--- config.mk ---
export PLATFORM = sky130hd
export DESIGN_NAME = kiss_frame_decoder_unit
export DESIGN_NICKNAME = d
export VERILOG_FILES = /design/src/hw/rtl/kfd_pkg.sv /design/src/hw/rtl/kfd_front.sv /design/src/hw/rtl/kfd_queue.sv /design/src/hw/rtl/kfd_back.sv /design/src/hw/rtl/kiss_frame_decoder_unit.sv
export SDC_FILE = /design/constraint.sdc
export NUM_CORES = 1
export LEC_CHECK = 0
export ABC_CLOCK_PERIOD_IN_PS = 2900
export BUFFER_PORTS_ARGS = -buffer_cell sky130_fd_sc_hd__buf_2
export CORE_ASPECT_RATIO = 1.2
export CORE_MARGIN = 10
export CORE_UTILIZATION = 50
export DETAILED_ROUTE_END_ITERATION = 10
export PLACE_DENSITY_LB_ADDON = 0.05
export SYNTH_ARGS = -nofsm -noshare
export SYNTH_HDL_FRONTEND = slang
export SYNTH_SLANG_ARGS = --single-unit
--- constraint.sdc ---
create_clock -name clk -period 2.9 [get_ports clk]
set_input_delay 0.29 -clock clk [delete_from_list [all_inputs] [get_ports clk]]
set_output_delay 0.29 -clock clk [all_outputs]
set_load 0.02 [all_outputs]
--- src/hw/rtl/kfd_pkg.sv ---
`timescale 1ns / 1ps

package kfd_pkg;

    // kiss framing bytes
    localparam logic [7:0] KISS_FEND  = 8'hC0;
    localparam logic [7:0] KISS_FESC  = 8'hDB;
    localparam logic [7:0] KISS_TFEND = 8'hDC;
    localparam logic [7:0] KISS_TFESC = 8'hDD;

    // input op codes
    localparam logic OP_BYTE = 1'b0;
    localparam logic OP_TICK = 1'b1;

    // result status codes
    localparam logic [1:0] ST_DATA    = 2'd0;
    localparam logic [1:0] ST_END     = 2'd1;
    localparam logic [1:0] ST_TIMEOUT = 2'd2;
    localparam logic [1:0] ST_START   = 2'd3;

    // configuration register indexes
    localparam logic [1:0] CFG_COMMAND_BYTE  = 2'd0;
    localparam logic [1:0] CFG_HEADER_LENGTH = 2'd1;
    localparam logic [1:0] CFG_TIMEOUT_TICKS = 2'd2;

    // configuration reset values
    localparam logic [7:0]  RST_COMMAND_BYTE  = 8'h00;
    localparam logic [3:0]  RST_HEADER_LENGTH = 4'd6;
    localparam logic [15:0] RST_TIMEOUT_TICKS = 16'd1000;

    typedef struct packed {
        logic       op;
        logic [7:0] rx_byte;
    } in_item_t;

    typedef struct packed {
        logic [7:0] payload_byte;
        logic [1:0] status;
    } out_item_t;

    // class of one request, decided by the front part
    typedef enum logic [1:0] {
        KIND_TICK,
        KIND_FEND,
        KIND_FESC,
        KIND_OTHER
    } kind_t;

    typedef struct packed {
        kind_t      kind;
        logic       cmd_match;
        logic [7:0] raw_byte;
        logic [7:0] esc_byte;
    } cls_item_t;

    // queue fill status seen by both ends
    typedef struct packed {
        logic full;
        logic empty;
    } q_stat_t;

    typedef enum logic [2:0] {
        PH_HUNT,
        PH_HUNT_FEND,
        PH_HEADER,
        PH_DATA,
        PH_DATA_ESC
    } phase_t;

endpackage

--- src/hw/rtl/kfd_front.sv ---
`timescale 1ns / 1ps

module kfd_front (
    input  logic               in_valid,
    output logic               in_stall,
    input  kfd_pkg::in_item_t  in_item,
    input  logic [7:0]         command_byte,
    input  kfd_pkg::q_stat_t   q_stat,
    output logic               push,
    output kfd_pkg::cls_item_t entry
);

    // take a request whenever the queue has room
    assign in_stall = q_stat.full;
    assign push     = in_valid && !q_stat.full;

    // classify the request
    always_comb
    begin
        entry.raw_byte  = in_item.rx_byte;
        entry.cmd_match = (in_item.rx_byte == command_byte);
        if (in_item.op == kfd_pkg::OP_TICK)
        begin
            entry.kind = kfd_pkg::KIND_TICK;
        end
        else if (in_item.rx_byte == kfd_pkg::KISS_FEND)
        begin
            entry.kind = kfd_pkg::KIND_FEND;
        end
        else if (in_item.rx_byte == kfd_pkg::KISS_FESC)
        begin
            entry.kind = kfd_pkg::KIND_FESC;
        end
        else
        begin
            entry.kind = kfd_pkg::KIND_OTHER;
        end

        // byte as it reads after an escape
        if (in_item.rx_byte == kfd_pkg::KISS_TFEND)
        begin
            entry.esc_byte = kfd_pkg::KISS_FEND;
        end
        else if (in_item.rx_byte == kfd_pkg::KISS_TFESC)
        begin
            entry.esc_byte = kfd_pkg::KISS_FESC;
        end
        else
        begin
            entry.esc_byte = in_item.rx_byte;
        end
    end

endmodule

--- src/hw/rtl/kfd_queue.sv ---
`timescale 1ns / 1ps

module kfd_queue #(
    parameter int DEPTH = 2
) (
    input  logic               clk,
    input  logic               rst_n,
    input  logic               push,
    input  kfd_pkg::cls_item_t push_entry,
    input  logic               pop,
    output kfd_pkg::cls_item_t head_entry,
    output kfd_pkg::q_stat_t   q_stat
);

    localparam int AW = (DEPTH > 1) ? $clog2(DEPTH) : 1;
    localparam int CW = $clog2(DEPTH + 1);
    localparam logic [AW-1:0] LAST_PTR  = AW'(DEPTH - 1);
    localparam logic [CW-1:0] FULL_CNT  = CW'(DEPTH);

    kfd_pkg::cls_item_t data_reg [DEPTH];
    logic [AW-1:0] wr_ptr_reg;
    logic [AW-1:0] rd_ptr_reg;
    logic [CW-1:0] count_reg;
    logic [AW-1:0] wr_ptr_next;
    logic [AW-1:0] rd_ptr_next;
    logic [CW-1:0] count_next;

    assign q_stat.full  = (count_reg == FULL_CNT);
    assign q_stat.empty = (count_reg == '0);
    assign head_entry   = data_reg[rd_ptr_reg];

    // pointer and count update
    always_comb
    begin
        wr_ptr_next = wr_ptr_reg;
        rd_ptr_next = rd_ptr_reg;
        count_next  = count_reg;
        if (push)
        begin
            wr_ptr_next = (wr_ptr_reg == LAST_PTR) ? '0 : wr_ptr_reg + AW'(1);
        end
        if (pop)
        begin
            rd_ptr_next = (rd_ptr_reg == LAST_PTR) ? '0 : rd_ptr_reg + AW'(1);
        end
        if (push && !pop)
        begin
            count_next = count_reg + CW'(1);
        end
        else if (pop && !push)
        begin
            count_next = count_reg - CW'(1);
        end
    end

    always_ff @(posedge clk or negedge rst_n)
    begin
        if (!rst_n)
        begin
            wr_ptr_reg <= '0;
            rd_ptr_reg <= '0;
            count_reg  <= '0;
        end
        else
        begin
            wr_ptr_reg <= wr_ptr_next;
            rd_ptr_reg <= rd_ptr_next;
            count_reg  <= count_next;
        end
    end

    // entry storage
    always_ff @(posedge clk)
    begin
        if (push)
        begin
            data_reg[wr_ptr_reg] <= push_entry;
        end
    end

endmodule

--- src/hw/rtl/kfd_back.sv ---
`timescale 1ns / 1ps

module kfd_back (
    input  logic               clk,
    input  logic               rst_n,
    input  kfd_pkg::cls_item_t head_entry,
    input  kfd_pkg::q_stat_t   q_stat,
    output logic               pop,
    input  logic [3:0]         header_length,
    input  logic [15:0]        timeout_ticks,
    output logic               out_valid,
    input  logic               out_stall,
    output kfd_pkg::out_item_t out_item
);

    kfd_pkg::phase_t    phase_reg;
    kfd_pkg::phase_t    phase_next;
    logic [3:0]         header_left_reg;
    logic [3:0]         header_left_next;
    logic [15:0]        idle_count_reg;
    logic [15:0]        idle_count_next;
    logic               out_valid_reg;
    logic               out_valid_next;
    kfd_pkg::out_item_t out_item_reg;
    kfd_pkg::out_item_t out_item_next;
    logic               emit;
    kfd_pkg::out_item_t result;

    assign out_valid = out_valid_reg;
    assign out_item  = out_item_reg;

    // advance when the output register is free or being drained
    assign pop = !q_stat.empty && (!out_valid_reg || !out_stall);

    // deframing state machine
    always_comb
    begin
        phase_next          = phase_reg;
        header_left_next    = header_left_reg;
        idle_count_next     = idle_count_reg;
        emit                = 1'b0;
        result.payload_byte = 8'h00;
        result.status       = kfd_pkg::ST_DATA;

        if (head_entry.kind == kfd_pkg::KIND_TICK)
        begin
            if (idle_count_reg < timeout_ticks)
            begin
                idle_count_next = idle_count_reg + 16'd1;
            end
            else
            begin
                idle_count_next  = '0;
                phase_next       = kfd_pkg::PH_HUNT;
                header_left_next = '0;
                if (phase_reg == kfd_pkg::PH_DATA || phase_reg == kfd_pkg::PH_DATA_ESC)
                begin
                    emit          = 1'b1;
                    result.status = kfd_pkg::ST_TIMEOUT;
                end
            end
        end
        else
        begin
            idle_count_next = '0;
            case (phase_reg)
                kfd_pkg::PH_HUNT,
                kfd_pkg::PH_HUNT_FEND:
                begin
                    if (head_entry.kind == kfd_pkg::KIND_FEND)
                    begin
                        phase_next = kfd_pkg::PH_HUNT_FEND;
                    end
                    else if (phase_reg == kfd_pkg::PH_HUNT_FEND && head_entry.cmd_match)
                    begin
                        if (header_length == 4'd0)
                        begin
                            phase_next    = kfd_pkg::PH_DATA;
                            emit          = 1'b1;
                            result.status = kfd_pkg::ST_START;
                        end
                        else
                        begin
                            header_left_next = header_length;
                            phase_next       = kfd_pkg::PH_HEADER;
                        end
                    end
                    else
                    begin
                        phase_next = kfd_pkg::PH_HUNT;
                    end
                end
                kfd_pkg::PH_HEADER:
                begin
                    header_left_next = header_left_reg - 4'd1;
                    if (header_left_reg == 4'd1)
                    begin
                        phase_next    = kfd_pkg::PH_DATA;
                        emit          = 1'b1;
                        result.status = kfd_pkg::ST_START;
                    end
                end
                kfd_pkg::PH_DATA:
                begin
                    if (head_entry.kind == kfd_pkg::KIND_FEND)
                    begin
                        phase_next    = kfd_pkg::PH_HUNT;
                        emit          = 1'b1;
                        result.status = kfd_pkg::ST_END;
                    end
                    else if (head_entry.kind == kfd_pkg::KIND_FESC)
                    begin
                        phase_next = kfd_pkg::PH_DATA_ESC;
                    end
                    else
                    begin
                        emit                = 1'b1;
                        result.payload_byte = head_entry.raw_byte;
                    end
                end
                kfd_pkg::PH_DATA_ESC:
                begin
                    if (head_entry.kind == kfd_pkg::KIND_FEND)
                    begin
                        phase_next    = kfd_pkg::PH_HUNT;
                        emit          = 1'b1;
                        result.status = kfd_pkg::ST_END;
                    end
                    else
                    begin
                        phase_next          = kfd_pkg::PH_DATA;
                        emit                = 1'b1;
                        result.payload_byte = head_entry.esc_byte;
                    end
                end
                default:
                begin
                    phase_next       = kfd_pkg::PH_HUNT;
                    header_left_next = '0;
                end
            endcase
        end
    end

    // output register
    always_comb
    begin
        out_valid_next = out_valid_reg;
        out_item_next  = out_item_reg;
        if (pop)
        begin
            out_valid_next = emit;
            out_item_next  = result;
        end
        else if (!out_stall)
        begin
            out_valid_next = 1'b0;
        end
    end

    always_ff @(posedge clk or negedge rst_n)
    begin
        if (!rst_n)
        begin
            phase_reg       <= kfd_pkg::PH_HUNT;
            header_left_reg <= '0;
            idle_count_reg  <= '0;
            out_valid_reg   <= 1'b0;
        end
        else
        begin
            if (pop)
            begin
                phase_reg       <= phase_next;
                header_left_reg <= header_left_next;
                idle_count_reg  <= idle_count_next;
            end
            out_valid_reg <= out_valid_next;
        end
    end

    always_ff @(posedge clk)
    begin
        out_item_reg <= out_item_next;
    end

endmodule

--- src/hw/rtl/kiss_frame_decoder_unit.sv ---
`timescale 1ns / 1ps

// channel   direction  handshake            payload
// in        input      in_valid / in_stall    in_item  (op, rx_byte)
// out       output     out_valid / out_stall  out_item (payload_byte, status)
// cfg       input      cfg_we                 cfg_index, cfg_data
//
// one request per cycle sustained while the output is not stalled; a result passes
// through the classify queue and then the output register before it appears.
// throughput is set by the deframing state machine in the back part.
// reset clears the state machine, idle counter, queue, out_valid and config registers.
// a stalled output holds its result; the queue keeps taking requests until it fills.

module kiss_frame_decoder_unit #(
    parameter int QUEUE_DEPTH = 2
) (
    input  logic               clk,
    input  logic               rst_n,
    input  logic               in_valid,
    output logic               in_stall,
    input  kfd_pkg::in_item_t  in_item,
    output logic               out_valid,
    input  logic               out_stall,
    output kfd_pkg::out_item_t out_item,
    input  logic               cfg_we,
    input  logic [1:0]         cfg_index,
    input  logic [15:0]        cfg_data
);

    logic [7:0]         command_byte_reg;
    logic [3:0]         header_length_reg;
    logic [15:0]        timeout_ticks_reg;
    logic               push;
    logic               pop;
    kfd_pkg::cls_item_t push_entry;
    kfd_pkg::cls_item_t head_entry;
    kfd_pkg::q_stat_t   q_stat;

    // configuration registers
    always_ff @(posedge clk or negedge rst_n)
    begin
        if (!rst_n)
        begin
            command_byte_reg  <= kfd_pkg::RST_COMMAND_BYTE;
            header_length_reg <= kfd_pkg::RST_HEADER_LENGTH;
            timeout_ticks_reg <= kfd_pkg::RST_TIMEOUT_TICKS;
        end
        else if (cfg_we)
        begin
            case (cfg_index)
                kfd_pkg::CFG_COMMAND_BYTE:  command_byte_reg  <= cfg_data[7:0];
                kfd_pkg::CFG_HEADER_LENGTH: header_length_reg <= cfg_data[3:0];
                kfd_pkg::CFG_TIMEOUT_TICKS: timeout_ticks_reg <= cfg_data;
                default:
                begin
                end
            endcase
        end
    end

    // classify side
    kfd_front u_front (
        .in_valid     (in_valid),
        .in_stall     (in_stall),
        .in_item      (in_item),
        .command_byte (command_byte_reg),
        .q_stat       (q_stat),
        .push         (push),
        .entry        (push_entry)
    );

    kfd_queue #(
        .DEPTH (QUEUE_DEPTH)
    ) u_queue (
        .clk        (clk),
        .rst_n      (rst_n),
        .push       (push),
        .push_entry (push_entry),
        .pop        (pop),
        .head_entry (head_entry),
        .q_stat     (q_stat)
    );

    // deframing side
    kfd_back u_back (
        .clk           (clk),
        .rst_n         (rst_n),
        .head_entry    (head_entry),
        .q_stat        (q_stat),
        .pop           (pop),
        .header_length (header_length_reg),
        .timeout_ticks (timeout_ticks_reg),
        .out_valid     (out_valid),
        .out_stall     (out_stall),
        .out_item      (out_item)
    );

    // never pop an empty queue
    assert property (@(posedge clk) disable iff (!rst_n) pop |-> !q_stat.empty)
        else $error("pop from empty queue");

    // an empty queue always has room
    assert property (@(posedge clk) disable iff (!rst_n) q_stat.empty |-> !in_stall)
        else $error("stall with empty queue");

    // control results carry a zero byte
    assert property (@(posedge clk) disable iff (!rst_n)
        (out_valid && out_item.status != kfd_pkg::ST_DATA) |-> (out_item.payload_byte == 8'h00))
        else $error("nonzero byte on control result");

    // a push into an empty queue leaves it non-empty
    assert property (@(posedge clk) disable iff (!rst_n)
        (push && q_stat.empty) |=> !q_stat.empty)
        else $error("push lost");

endmodule
Word level (Yosys, flattened, before mapping)
Memory sizes are Yosys's and may differ from the RTL's. Cells that the tools add are included.

Bits in registers: 66. RAM bits: 38. Bits of input ports: 32. Output and inout port bits: 12. Word-level logic and storage cells: 123. Memories: 1.

Memories: u_queue.data_reg (depth 2, bits a word 19, rd ports 1, clocked after memory_dff 0, wr ports 1, RTL line kfd_queue.sv:20) `kfd_pkg::cls_item_t data_reg [DEPTH];`.

Add/sub/neg operators: 6. $lt $le $gt $ge: 1. Equality and inequality tests: 23. Multiplexer cells: 54. Reduce and logical (&&, ||, !) cells: 26.

Operators by type and width (count): 8-bit two-way mux (5); 8-bit == test, second input constant (4); 16-bit two-way mux (2); 2-bit two-way mux (13); 4-bit two-way mux (5); 1-bit two-way mux (18); 3-bit two-way mux (6); 16-bit by 1-bit adder with 16-bit output, second input constant (1); 16-bit less-than comparator (1); 8-bit one-hot mux with 2 select lines (1); 3-bit one-hot mux with 4 select lines (1); 4-bit one-hot mux with 3 select lines (1); 8-bit == test (1); 2-bit == test, second input constant (3); 3-bit by 2-bit == test with 1-bit output, second input constant (2); 1-bit zero test (6); 2-bit zero test (3); 3-bit by 1-bit != test with 1-bit output, second input constant (2); 3-bit by 2-bit != test with 1-bit output, second input constant (2); 2-bit one-hot mux with 3 select lines (1); 2-bit AND reduction (3); 6-bit AND reduction (1); 1-bit logical AND (5); 2-bit by 1-bit == test with 1-bit output, second input constant (2); other kinds (17) (21).

Depth between registers and ports, before layout
Gate-level depths: netlist (run 1).

Word-level depth: 7. Mapped depth: 11.

Cells and area by module
Synthesis (run 1) repeated with hierarchy kept, for this count alone.

Cell total of the unflattened synthesis: 425. Area total of the unflattened synthesis: 5311.3 µm².

Modules (own cells, without submodules): kfd_back (times used 1, cells each 251, area an instance 2314.7 µm², seq. area each 900.9 µm²); kfd_queue (times used 1, cells each 75, area an instance 1637.8 µm², seq. area each 1241.2 µm²); kiss_frame_decoder_unit (times used 1, cells each 60, area an instance 1083.5 µm², seq. area each 710.7 µm²); kfd_front (times used 1, cells each 39, area an instance 275.3 µm², seq. area each 0.0 µm²).

Worst setup path after synthesis (run 1)
No wires, ideal clock.

Kind: reg2reg. From: register u_queue.rd_ptr_reg. To: register u_back.header_left_reg[2]. Setup time: 0.122 ns. Data arrival time: 2.700 ns. Setup slack: 0.077 ns. Cell stages (with the launch flop): 11. Period minus slack after synthesis: 2.823 ns. Path through: dfrtp_1 buf_2 buf_1 mux2i_1 inv_1 ha_1 nand4b_1 o21ai_0 nand2b_1 or3_2 o2bb2ai_1.

Longest elaborated chain between the ends: 4.

RTL lines: start, declared (RTL line kfd_queue.sv:22) `logic [AW-1:0] rd_ptr_reg;`; start signal, assigned (RTL line kfd_queue.sv:67) `rd_ptr_reg <= rd_ptr_next;`; memory read 2 x 19 bit (*); 2-bit by 1-bit == test with 1-bit output, or another cell as far along (RTL line kfd_back.sv:70) `if (head_entry.kind == kfd_pkg::KIND_FEND)`; 3-bit by 2-bit != test with 1-bit output (no source line), or another cell as far along; 6-bit AND reduction (no source line); end signal, assigned (RTL line kfd_back.sv:175) `header_left_reg <= header_left_next;`; end, declared (RTL line kfd_back.sv:18) `logic [3:0] header_left_reg;`.

Every way passes the cells marked *; elsewhere a longest branch is shown, timed or not. A chain may end at the register's enable or synchronous reset.

Worst setup path in the final report (run 1)
From: register timeout_ticks_reg[7]. To: register u_back.phase_reg[0].

Longest elaborated chain between the ends: 3.

RTL lines: start, declared (RTL line kiss_frame_decoder_unit.sv:32) `logic [15:0] timeout_ticks_reg;`; start signal, assigned (RTL line kiss_frame_decoder_unit.sv:46) `timeout_ticks_reg <= kfd_pkg::RST_TIMEOUT_TICKS;`; start signal, assigned (RTL line kiss_frame_decoder_unit.sv:53) `kfd_pkg::CFG_TIMEOUT_TICKS: timeout_ticks_reg <= cfg_data;`; 16-bit less-than comparator (RTL line kfd_back.sv:47) `if (idle_count_reg < timeout_ticks)`; 2-bit != test (no source line); 4-bit AND reduction (no source line); end signal, assigned (RTL line kfd_back.sv:165) `phase_reg <= kfd_pkg::PH_HUNT;`; end signal, assigned (RTL line kfd_back.sv:174) `phase_reg <= phase_next;`; end, declared (RTL line kfd_back.sv:16) `kfd_pkg::phase_t phase_reg;`.

No other way between the ends.

==> results of run 1 <==
per-stage QoR:
step	worst slack, ns	cells	instance area (um2)
3_5_place_dp	0.4487	572	5388
4_1_cts	0.4314	588	5673
6_report	0.4420	588	5673
5_1_grt	0.2742	588	5673
2_1_floorplan	0.07745	414	5050
3_3_place_gp	0.5009	572	5388
power by group through the flow:
stage          registers [W]  clock network, W  logic, W
2_1_floorplan        0.00219                 0   0.00101
3_3_place_gp         0.00215                 0   0.00145
3_5_place_dp         0.00216                 0   0.00146
4_1_cts              0.00213           0.00119   0.00147
5_1_grt              0.00217           0.00124   0.00161
6_report             0.00213           0.00115   0.00144
critical path: cells and delay by family, from the launching register on:
family	cells	cell delay, ns
buffers and inverters	1	0.04
DFF	1	0.53
muxes	1	0.38
AOI/OAI and AO/OA	5	1.09
adders and majority gates	1	0.31
cells in the mapped netlist, types with 2 or more instances:
cell / instances / area, um2
nand4b_1: 2 / 17.52
clkbuf_2: 2 / 10.01
mux2i_1: 21 / 210.2
o2bb2ai_1: 2 / 17.52
and2b_2: 2 / 17.52
ha_1: 22 / 275.3
dfrtp_1: 48 / 1201
xnor2_1: 15 / 131.4
buf_2: 2 / 10.01
a41oi_1: 3 / 26.28
a21oi_1: 12 / 60.06
nand4_1: 9 / 56.30
a31oi_1: 2 / 12.51
a211oi_1: 2 / 15.01
o22ai_1: 8 / 50.05
xor2_1: 11 / 96.34
and2_1: 10 / 62.56
inv_1: 27 / 101.4
edfxtp_1: 48 / 1441
nand3b_1: 5 / 37.54
nor3_1: 5 / 25.02
nand2_1: 23 / 86.33
nand3_1: 10 / 50.05
clkbuf_1: 11 / 41.29
mux2_2: 31 / 349.1
or3_2: 2 / 15.01
nor3b_1: 2 / 15.01
and3_1: 3 / 18.77
buf_6: 2 / 22.52
nand2b_1: 7 / 43.79
o21ai_0: 12 / 60.06
nor4_1: 2 / 12.51
dfstp_2: 8 / 210.2
nor2_1: 26 / 97.59
or3_1: 2 / 12.51
final cells by class:
| type | count | share of cell area |
|---|---|---|
| flip-flops and latches | 104 | 0.5029 |
| multi-input cells | 265 | 0.3540 |
| repair buffers | 50 | 0.04720 |
| clock buffers | 9 | 0.03970 |
| well taps | 126 | 0.02779 |
| inverters | 27 | 0.01786 |
| clock inverters | 7 | 0.01059 |
how the worst min path moves through the flow:
stage	to	slack, ns	cells past startpoint
after CTS	u_back.header_left_reg[0]	0.11	2
after floorplan	command_byte_reg[0]	-0.006	0
after detailed placement	u_back.idle_count_reg[1]	0.48	2
after global routing	u_back.header_left_reg[1]	0.14	2
after global placement	timeout_ticks_reg[1]	0.48	2
final	timeout_ticks_reg[1]	0.07	2
placed cells by master (no fill, tap or decap), drive strengths merged, types with 3 or more instances in the layout:
master | netlist | layout
mux2 | 31 | 31
nand3b | 5 | 5
nor3b | 3 | 3
clkinv | 0 | 3
dfrtp | 48 | 48
mux2i | 21 | 21
and2 | 10 | 10
buf | 5 | 50
edfxtp | 48 | 48
a21oi | 12 | 12
clkbuf | 13 | 9
nor3 | 6 | 6
inv | 27 | 31
or3 | 5 | 5
nand4 | 10 | 10
ha | 22 | 22
nor2 | 26 | 26
o22ai | 8 | 8
nand2 | 23 | 23
and3 | 3 | 3
nand3 | 10 | 10
o21ai | 13 | 13
xor2 | 11 | 11
xnor2 | 15 | 15
a41oi | 3 | 3
dfstp | 8 | 8
nand2b | 8 | 8
metal layers:
metal | vias up | GRT usage | share of wire
met1 | 1518 | 0.1663 | 0.45
met2 | 60 | 0.2375 | 0.50
met5 | - | 0 | 0
met4 | 0 | 0.05980 | 0.017
li1 | 1566 | - | -
met3 | 11 | 0.02893 | 0.034
logic make-up after synthesis:
logic type               Yosys count
AND/OR/NAND/NOR                  118
flip-flops                       104
multiplexers                      52
AO/OA/AOI/OAI                     47
buffers and inverters             45
XOR/XNOR                          26
adder cells (fa/ha/maj)           22
==> flow_metrics.env, run 1 <==
export IMPL_status="complete, no violations"
export IMPL_io_pins=44
export IMPL_netSwitchingFraction=0.3344
export IMPL_clkLatencyLatePin_ns=0.35
export IMPL_hold_path_class="in -> async"
export IMPL_relSlewSlack=0.4009
export IMPL_clock_skew_ns=0.009173
export IMPL_cts_setup_buffers=0
export IMPL_drc=0
export IMPL_combPwrFrac=0.305
export IMPL_seq_power_share=0.451
export IMPL_hold_buffers=0
export IMPL_start_util=0.5070
export IMPL_critPathSlowestCell="dfstp_2"
export IMPL_period_share=0.8476
export IMPL_synth_mux_area_frac=0.1108
export IMPL_cts_path_max_buffers=2
export IMPL_syn_nets=468
export IMPL_hold_ws_ns=0.07448
export IMPL_core_area_um2=9960
export IMPL_fp_row_count=40
export IMPL_synth_seq_area_share=0.5649
export IMPL_ant_nets=0
export IMPL_ys_types=50
export IMPL_clock_sinks=104
export IMPL_ctsResizeCount=0
export IMPL_ys_warn_count=0
export IMPL_post_synth_instance_area_um2=5050
export IMPL_grt_pass1_wl_um=16280
export IMPL_grt_max_degree=57
export IMPL_die_w_um=111.7
export IMPL_rr_worst_depth=8
export IMPL_r2r_setup_slack_ns=0.44
export IMPL_grt_usage=0.1389
export IMPL_cts_tree="yes"
export IMPL_drv_cap=0
export IMPL_required_ns=3.14
export IMPL_syn2layout_area_growth_pct=12.34
export IMPL_crit_chain="inv_1 -> ha_1 -> a21oi_1 -> o21ai_0 -> a211oi_1 -> a41oi_1 -> o31ai_1 -> mux2_2"
export IMPL_clock_fmax_ghz=0.4068
export IMPL_io_buffers=43
export IMPL_dp_hpwl_um=7260
export IMPL_routabilityCongestion=0.7898
export IMPL_routedWlPerCell_um=16.44
export IMPL_end_kind="flop"
export IMPL_cts_buffers=9
export IMPL_setup_tns_ns=0
export IMPL_yosys_area_share_simple=0.1303
export IMPL_antennaDiodeCount=0
export IMPL_clockPowerShare=0.244
export IMPL_h_tree_depth=3
export IMPL_seq_area_um2=2853
export IMPL_reg2reg_from="timeout_ticks_reg[7]"
export IMPL_synth_top_flop_cell="edfxtp_1"
export IMPL_tightest_slew_ns=0.8960
export IMPL_async_reset_ff_frac=0.5385
export IMPL_wl_um=9668
export IMPL_rsz0062_at_grt="false"
export IMPL_fill_cells=861
export IMPL_fin_util=0.5696
export IMPL_synth_edf_count=48
export IMPL_startpoint="timeout_ticks_reg[7]"
export IMPL_intPower_w=0.003140
export IMPL_synth_cells=414
export IMPL_finalMaxSlewViolations=0
export IMPL_routed_via_density=5.366
export IMPL_antenna_found_initial=0
export IMPL_r2r_end="u_back.phase_reg[0]"
export IMPL_die_area_um2=14540
export IMPL_die_y_um=130.1
export IMPL_p_switching_w=0.001577
export IMPL_drt_iter0_markers=101
export IMPL_critPathArrivalTime_ns=2.70
export IMPL_endpoint="u_back.phase_reg[0]"
export IMPL_finalHoldViolations=0
export IMPL_finalSetupViolCount=0
export IMPL_vias=3155
export IMPL_startpoint_type="flop"
export IMPL_power_w=0.004717
export IMPL_largest_reg_flops=38
export IMPL_first_pass_iters=4
export IMPL_syn_avg_cell_area_um2=12.20
export IMPL_clk_pin_slew_ns=0.07
export IMPL_root_buffer="clkbuf_16"
export IMPL_synth_xor_area_share=0.04509
export IMPL_irDropWorstVdd_uv=347.3
export IMPL_synth_top_family_by_area="simple AND/OR/NAND/NOR gates"
export IMPL_ys_seq_elements=104
export IMPL_powerDensity_nw_per_um2=831.5
export IMPL_drive_above_1_share=0.2489
export IMPL_synth_compound_area_frac=0.05699
export IMPL_critical_path_max_stage_delay_ns=0.53
export IMPL_multiInputGateArea_um2=2008
export IMPL_cp_max_fo=3
export IMPL_nets=511
export IMPL_min_period_ns=2.458
export IMPL_criticalPathCategory="reg -> reg"
export IMPL_synth_adder_area_share=0.05451
export IMPL_grt_pass1_vias=3279
export IMPL_grt_remaining_overflow=0
export IMPL_leakage_nw=2.440
(Power assumes the default switching activity.)
==> run 2, diff against run 1 <==
ABC_AREA = 1   (was unset)
ABC_CLOCK_PERIOD_IN_PS = 2400   (was 2900)
clock period = 2.4 ns   (was 2.9 ns; I/O delays follow)
==> flow_metrics.env, run 2 <==
export IMPL_drive_above_1_share=0.1680
export IMPL_required_ns=2.63
export IMPL_grt_busiest_layer="met2"
export IMPL_drv_cap=0
export IMPL_die_y_um=131.5
export IMPL_critPathSlowestCell="ha_1"
export IMPL_powerDensity_nw_per_um2=975.5
export IMPL_die_w_um=112.9
export IMPL_grt_pass1_vias=3899
export IMPL_post_synth_instance_area_um2=5177
export IMPL_routedWlPerCell_um=14.53
export IMPL_largest_reg_flops=38
export IMPL_relSlewSlack=0.6036
export IMPL_cts_path_max_buffers=2
export IMPL_dp_hpwl_um=7886
export IMPL_hold_path_class="in -> reg"
export IMPL_ys_types=37
export IMPL_synth_common_cells="118 x nand2_1, 65 x inv_1, 53 x a21oi_1"
export IMPL_io_pins=44
export IMPL_min_period_ns=2.146
export IMPL_rr_worst_depth=9
export IMPL_antenna_found_initial=0
export IMPL_ys_warn_count=0
export IMPL_grt_max_degree=26
export IMPL_finalMaxSlewViolations=0
export IMPL_startpoint="u_queue.rd_ptr_reg"
export IMPL_die_area_um2=14840
export IMPL_critical_path_max_stage_delay_ns=0.40
export IMPL_grt_usage=0.1492
export IMPL_end_kind="flop"
export IMPL_setup_tns_ns=0
export IMPL_layout_commonest_cell="nand2_1"
export IMPL_vias=3769
export IMPL_cts_tree="yes"
export IMPL_criticalPathCategory="reg -> reg"
export IMPL_min_path_cells=3
export IMPL_fin_cells=733
export IMPL_first_pass_iters=4
export IMPL_placed_cell_area_um2=5549
export IMPL_wl_um=10650
export IMPL_syn_nets=609
export IMPL_h_tree_depth=3
export IMPL_use_met1=0.1814
export IMPL_reg2reg_from="u_queue.rd_ptr_reg"
export IMPL_grt_pass1_wl_um=18360
export IMPL_startpoint_type="flop"
export IMPL_final_cell_mix="118 x nand2_1, 65 x inv_1, 53 x a21oi_1"
export IMPL_ant_nets=0
export IMPL_clock_sinks=104
export IMPL_io_buffers=43
export IMPL_leakage_nw=2.673
export IMPL_routed_via_density=5.142
export IMPL_syn_avg_cell_area_um2=9.329
export IMPL_placedCellCount=716
export IMPL_power_w=0.005698
export IMPL_synth_seq_area_share=0.5510
export IMPL_status="complete, no violations"
export IMPL_rsz0062_at_grt="false"
export IMPL_grt_remaining_overflow=0
export IMPL_clock_fmax_ghz=0.4660
export IMPL_finalHoldViolations=0
export IMPL_synth_edf_count=48
export IMPL_drt_iter0_markers=149
export IMPL_hold_ws_ns=0.1205
export IMPL_synthTopCellsByArea="edfxtp_1 28%, dfrtp_1 23%, nand2_1 8.6%"
export IMPL_synth_cells=555
export IMPL_synth_top_flop_cell="edfxtp_1"
export IMPL_routabilityCongestion=0.8695
export IMPL_async_reset_ff_frac=0.5385
export IMPL_fp_row_count=40
export IMPL_irDropWorstVdd_uv=416.7
export IMPL_clock_skew_ns=0.007003
export IMPL_final_area_um2=5841
export IMPL_cts_buffers=9
export IMPL_crit_chain="inv_1 -> or2_2 -> o21ai_0 -> ha_1 -> nor2_1 -> a21oi_1 -> nand3_1 -> nand2_1 -> nand2_1"
export IMPL_start_util=0.5147
export IMPL_synth_most_common_cell="nand2_1"
export IMPL_use_met2=0.2494
export IMPL_finalSetupViolCount=0
export IMPL_met3_usage=0.02231
export IMPL_critPathArrivalTime_ns=2.38
export IMPL_clk_pin_slew_ns=0.07
export IMPL_root_buffer="clkbuf_16"
export IMPL_ys_seq_elements=104
export IMPL_yosysTopAreaCellShare=0.2784
export IMPL_antennaDiodeCount=0
export IMPL_crit_top_cell="nand2_1"
export IMPL_tightest_slew_ns=0.5929
export IMPL_min_from="cfg_data[9]"
export IMPL_drc=0
export IMPL_clkLatencyLatePin_ns=0.35
export IMPL_yosysTopAreaCell="edfxtp_1"
export IMPL_syn2layout_area_growth_pct=12.81
export IMPL_period_share=0.8941
export IMPL_cp_max_fo=8
export IMPL_core_area_um2=10060
export IMPL_nets=656
## run 2: cell count changes in the layout (fill, tap and decap cells not counted), sizes merged, moves of 24 or more
cell	previous run	this run
nand2	23	121
a21oi	12	56
inv	31	68
mux2	31	0
nor2	26	50
o21ai	13	37
## run 2: metrics by stage
stage / worst slack, ns / utilization
final: 0.2542 / 0.5806
after global routing: 0.008141 / 0.5806
after CTS: 0.2104 / 0.5797
after detailed placement: 0.2424 / 0.5516
after global placement: 0.3103 / 0.5516
after floorplan: 0.2827 / -
## run 2: timing repair
item                       in CTS  in global routing
hold endpoints to repair       13                  0
setup buffers                   0                  0
gates resized for setup         0                  1
hold buffers                    1                  0
setup endpoints to repair       0                  2
## run 2: critical path, delay by kind of cell (launching register included)
kind / cells / cell delay (ns)
adders and majority gates: 1 / 0.40
buffers and inverters: 1 / 0.07
AOI/OAI and AO/OA: 2 / 0.47
and+or+nand+nor: 5 / 0.71
DFF: 1 / 0.38
## run 2: power breakdown
part	total, W	switching [W]	internal (W)
registers	0.00248	0.000173	0.00231
logic	0.00186	0.00126	0.000596
clock network	0.00135	0.000652	0.000702
total	0.00570	0.00209	0.00361
## run 2: final cells by class
class                   count  area [um2]
multi-input cells         364        1994
fillers                   933        4219
clock inverters             7       47.55
well taps                 126       157.7
clock buffers               9       225.2
repair buffers             55       307.8
flip-flops and latches    104        2853
inverters                  68       255.2
## run 2: path summary, 6_finish.rpt
check,slack [ns],to
min,0.12,timeout_ticks_reg[9]
max in group asynchronous,1.38,timeout_ticks_reg[3]
max,0.25,u_back.phase_reg[2]
max reg2reg,0.25,u_back.phase_reg[2]
min reg2reg,0.48,timeout_ticks_reg[8]
min in group asynchronous,0.34,timeout_ticks_reg[10]
## run 2: routing by layer
layer | part of all wire | vias to the layer above
li1 | - | 1918
met1 | 0.44 | 1770
met2 | 0.50 | 64
met3 | 0.029 | 17
met4 | 0.026 | 0
met5 | 0 | -
## run 2: cells by family (layout without fill, tap and decap cells)
kind of cell,Yosys count,count (layout),share of synthesized area
adders and majority gates,22,22,0.05317
xor gates and xnor gates,21,21,0.03553
DFF,104,104,0.5510
buffers and inverters,87,139,0.06549
AOI/OAI and AO/OA,101,101,0.1080
and+or+nand+nor,220,220,0.1868
==> run 3, diff against run 2 <==
--- a/config.mk
+++ b/config.mk
@@ -8,3 +8,3 @@
 export ABC_AREA = 1
-export ABC_CLOCK_PERIOD_IN_PS = 2400
+export ABC_CLOCK_PERIOD_IN_PS = 1870
 export BUFFER_PORTS_ARGS = -buffer_cell sky130_fd_sc_hd__buf_2
==> constraint.sdc (replaced) <==
create_clock -name clk -period 1.87 [get_ports clk]
set_input_delay 0.0935 -clock clk [delete_from_list [all_inputs] [get_ports clk]]
set_output_delay 0.0935 -clock clk [all_outputs]
set_load 0.02 [all_outputs]
==> flow_metrics.env, run 3 (synthesis results as in run 2) <==
export IMPL_status="complete, no violations"
export IMPL_finalSetupViolCount=0
export IMPL_h_tree_depth=3
export IMPL_end_kind="flop"
export IMPL_cts_tree="yes"
export IMPL_leakage_nw=2.837
export IMPL_irDropWorstVdd_uv=601.0
export IMPL_layout_commonest_cell="nand2_1"
export IMPL_finalHoldViolations=0
export IMPL_die_area_um2=14840
export IMPL_reg2reg_from="timeout_ticks_reg[3]"
export IMPL_r2r_end="u_back.phase_reg[1]"
export IMPL_p_switching_w=0.002976
export IMPL_vias=3940
export IMPL_rr_worst_depth=14
export IMPL_drt_iter0_markers=195
export IMPL_drive_above_1_share=0.2445
export IMPL_grt_pass1_vias=4169
export IMPL_required_ns=2.10
export IMPL_fin_cells=760
export IMPL_clock_sinks=104
export IMPL_netSwitchingFraction=0.3709
export IMPL_io_pins=44
export IMPL_dp_hpwl_um=8061
export IMPL_die_w_um=112.9
export IMPL_placedCellCount=731
export IMPL_core_area_um2=10060
export IMPL_finalMaxSlewViolations=0
export IMPL_root_buffer="clkbuf_16"
export IMPL_min_path_cells=3
export IMPL_hold_ws_ns=0.008574
export IMPL_seq_power_share=0.400
export IMPL_relSlewSlack=0.6363
export IMPL_clockPowerShare=0.219
export IMPL_min_period_ns=1.828
export IMPL_start_util=0.5147
export IMPL_r2r_setup_slack_ns=0.04
export IMPL_criticalPathCategory="reg -> reg"
export IMPL_cts_buffers=9
export IMPL_nets=683
export IMPL_clock_fmax_ghz=0.5470
export IMPL_multiInputGateArea_um2=2210
export IMPL_combPwrFrac=0.381
export IMPL_intPower_w=0.005049
export IMPL_grt_pass1_wl_um=19440
export IMPL_critPathArrivalTime_ns=2.06
export IMPL_syn2layout_area_growth_pct=22.55
export IMPL_rsz0062_at_grt="true"
export IMPL_period_share=0.9775
export IMPL_die_y_um=131.5
export IMPL_antenna_found_initial=0
export IMPL_clock_skew_ns=0.005920
export IMPL_final_cell_mix="110 x nand2_1, 57 x inv_1, 49 x a21oi_1"
export IMPL_clk_pin_slew_ns=0.07
export IMPL_fill_cells=837
export IMPL_grt_remaining_overflow=0
export IMPL_antennaDiodeCount=0
export IMPL_ant_nets=0
export IMPL_hold_path_class="in -> reg"
export IMPL_min_from="cfg_data[14]"
export IMPL_drc=0
export IMPL_wl_um=11480
export IMPL_clkLatencyLatePin_ns=0.35
export IMPL_tightest_slew_ns=0.5440
export IMPL_routed_via_density=5.184
export IMPL_io_buffers=43
export IMPL_fp_row_count=40
export IMPL_largest_reg_flops=38
export IMPL_startpoint_type="flop"
export IMPL_drv_cap=0
export IMPL_cts_path_max_buffers=2
export IMPL_seq_area_um2=2853
export IMPL_first_pass_iters=4
export IMPL_powerDensity_nw_per_um2=1265
export IMPL_cp_max_fo=5
export IMPL_grt_max_degree=57
export IMPL_routabilityCongestion=0.8010
export IMPL_hold_end="timeout_ticks_reg[14]"
export IMPL_grt_usage=0.1592
export IMPL_routedWlPerCell_um=15.11
## run 3: worst max-delay path, stage by stage, from the launching register on
cell,delay [ns]
dfstp_2,0.54
inv_2,0.05
ha_4,0.26
nand2_2,0.05
inv_2,0.04
nand2_1,0.04
nand2_1,0.08
nand2_1,0.06
nand2_2,0.08
nand2_2,0.07
nand3_4,0.10
buf_8,0.14
nand3_4,0.08
nand2_2,0.07
nand2_1,0.06
## run 3: power groups by stage
stage / clock, W / sequential, W / combinational [W]
finish: 0.00176 / 0.00321 / 0.00306
CTS: 0.00179 / 0.00320 / 0.00291
global route: 0.00190 / 0.00326 / 0.00339
global placement: 0 / 0.00322 / 0.00260
floorplan: 0 / 0.00331 / 0.00167
detailed placement: 0 / 0.00324 / 0.00266
## run 3: layer usage
metal	vias up	routed length [um]	global-route usage
li1	1984	-	-
met1	1868	4806	0.1765
met2	70	6143	0.2896
met3	18	320	0.03188
met4	0	210	0.05720
met5	-	0	0
## run 3: worst max path at each step
stage	startpoint	end	slack (ns)	cells past startpoint
2_1_floorplan	u_queue.count_reg[1]	u_queue.data_reg[0][0]	0.005	3
3_3_place_gp	u_queue.rd_ptr_reg	u_back.phase_reg[0]	-0.02	12
3_5_place_dp	u_queue.rd_ptr_reg	u_back.out_item[2]	-0.13	8
4_1_cts	timeout_ticks_reg[5]	u_back.header_left_reg[1]	-0.01	12
5_1_grt	timeout_ticks_reg[5]	u_back.phase_reg[1]	-0.07	12
6_report	timeout_ticks_reg[3]	u_back.phase_reg[1]	0.04	14
## run 3: timing repair
action	4_1_cts	5_1_grt
resized for setup	26	25
pin swaps	20	10
setup buffers	0	1
endpoints found under the hold margin	58	0
hold buffers	10	0
cloned	2	0
setup endpoints to repair	25	34
## run 3: stage by stage
| stage | power (W) | setup TNS (ns) | instance area, um2 | utilization | setup WS, ns |
|---|---|---|---|---|---|
| floorplan | 0.004977 | 0 | 5207 | - | 0.004784 |
| global placement | 0.005824 | -0.07178 | 5718 | 0.5684 | -0.01776 |
| detailed placement | 0.005906 | -1.122 | 5718 | 0.5684 | -0.1337 |
| CTS | 0.007908 | -0.01516 | 6254 | 0.6216 | -0.009960 |
| global route | 0.008552 | -0.8316 | 6345 | 0.6307 | -0.07296 |
| finish | 0.008025 | 0 | 6345 | 0.6307 | 0.04199 |
## run 3: final cells by class
| cell class | count | area share |
|---|---|---|
| flip-flops and latches | 104 | 0.4496 |
| multi-input cells | 365 | 0.3483 |
| repair buffers | 81 | 0.09347 |
| inverters | 68 | 0.04062 |
| clock buffers | 11 | 0.03668 |
| well taps | 126 | 0.02485 |
| clock inverters | 5 | 0.006508 |
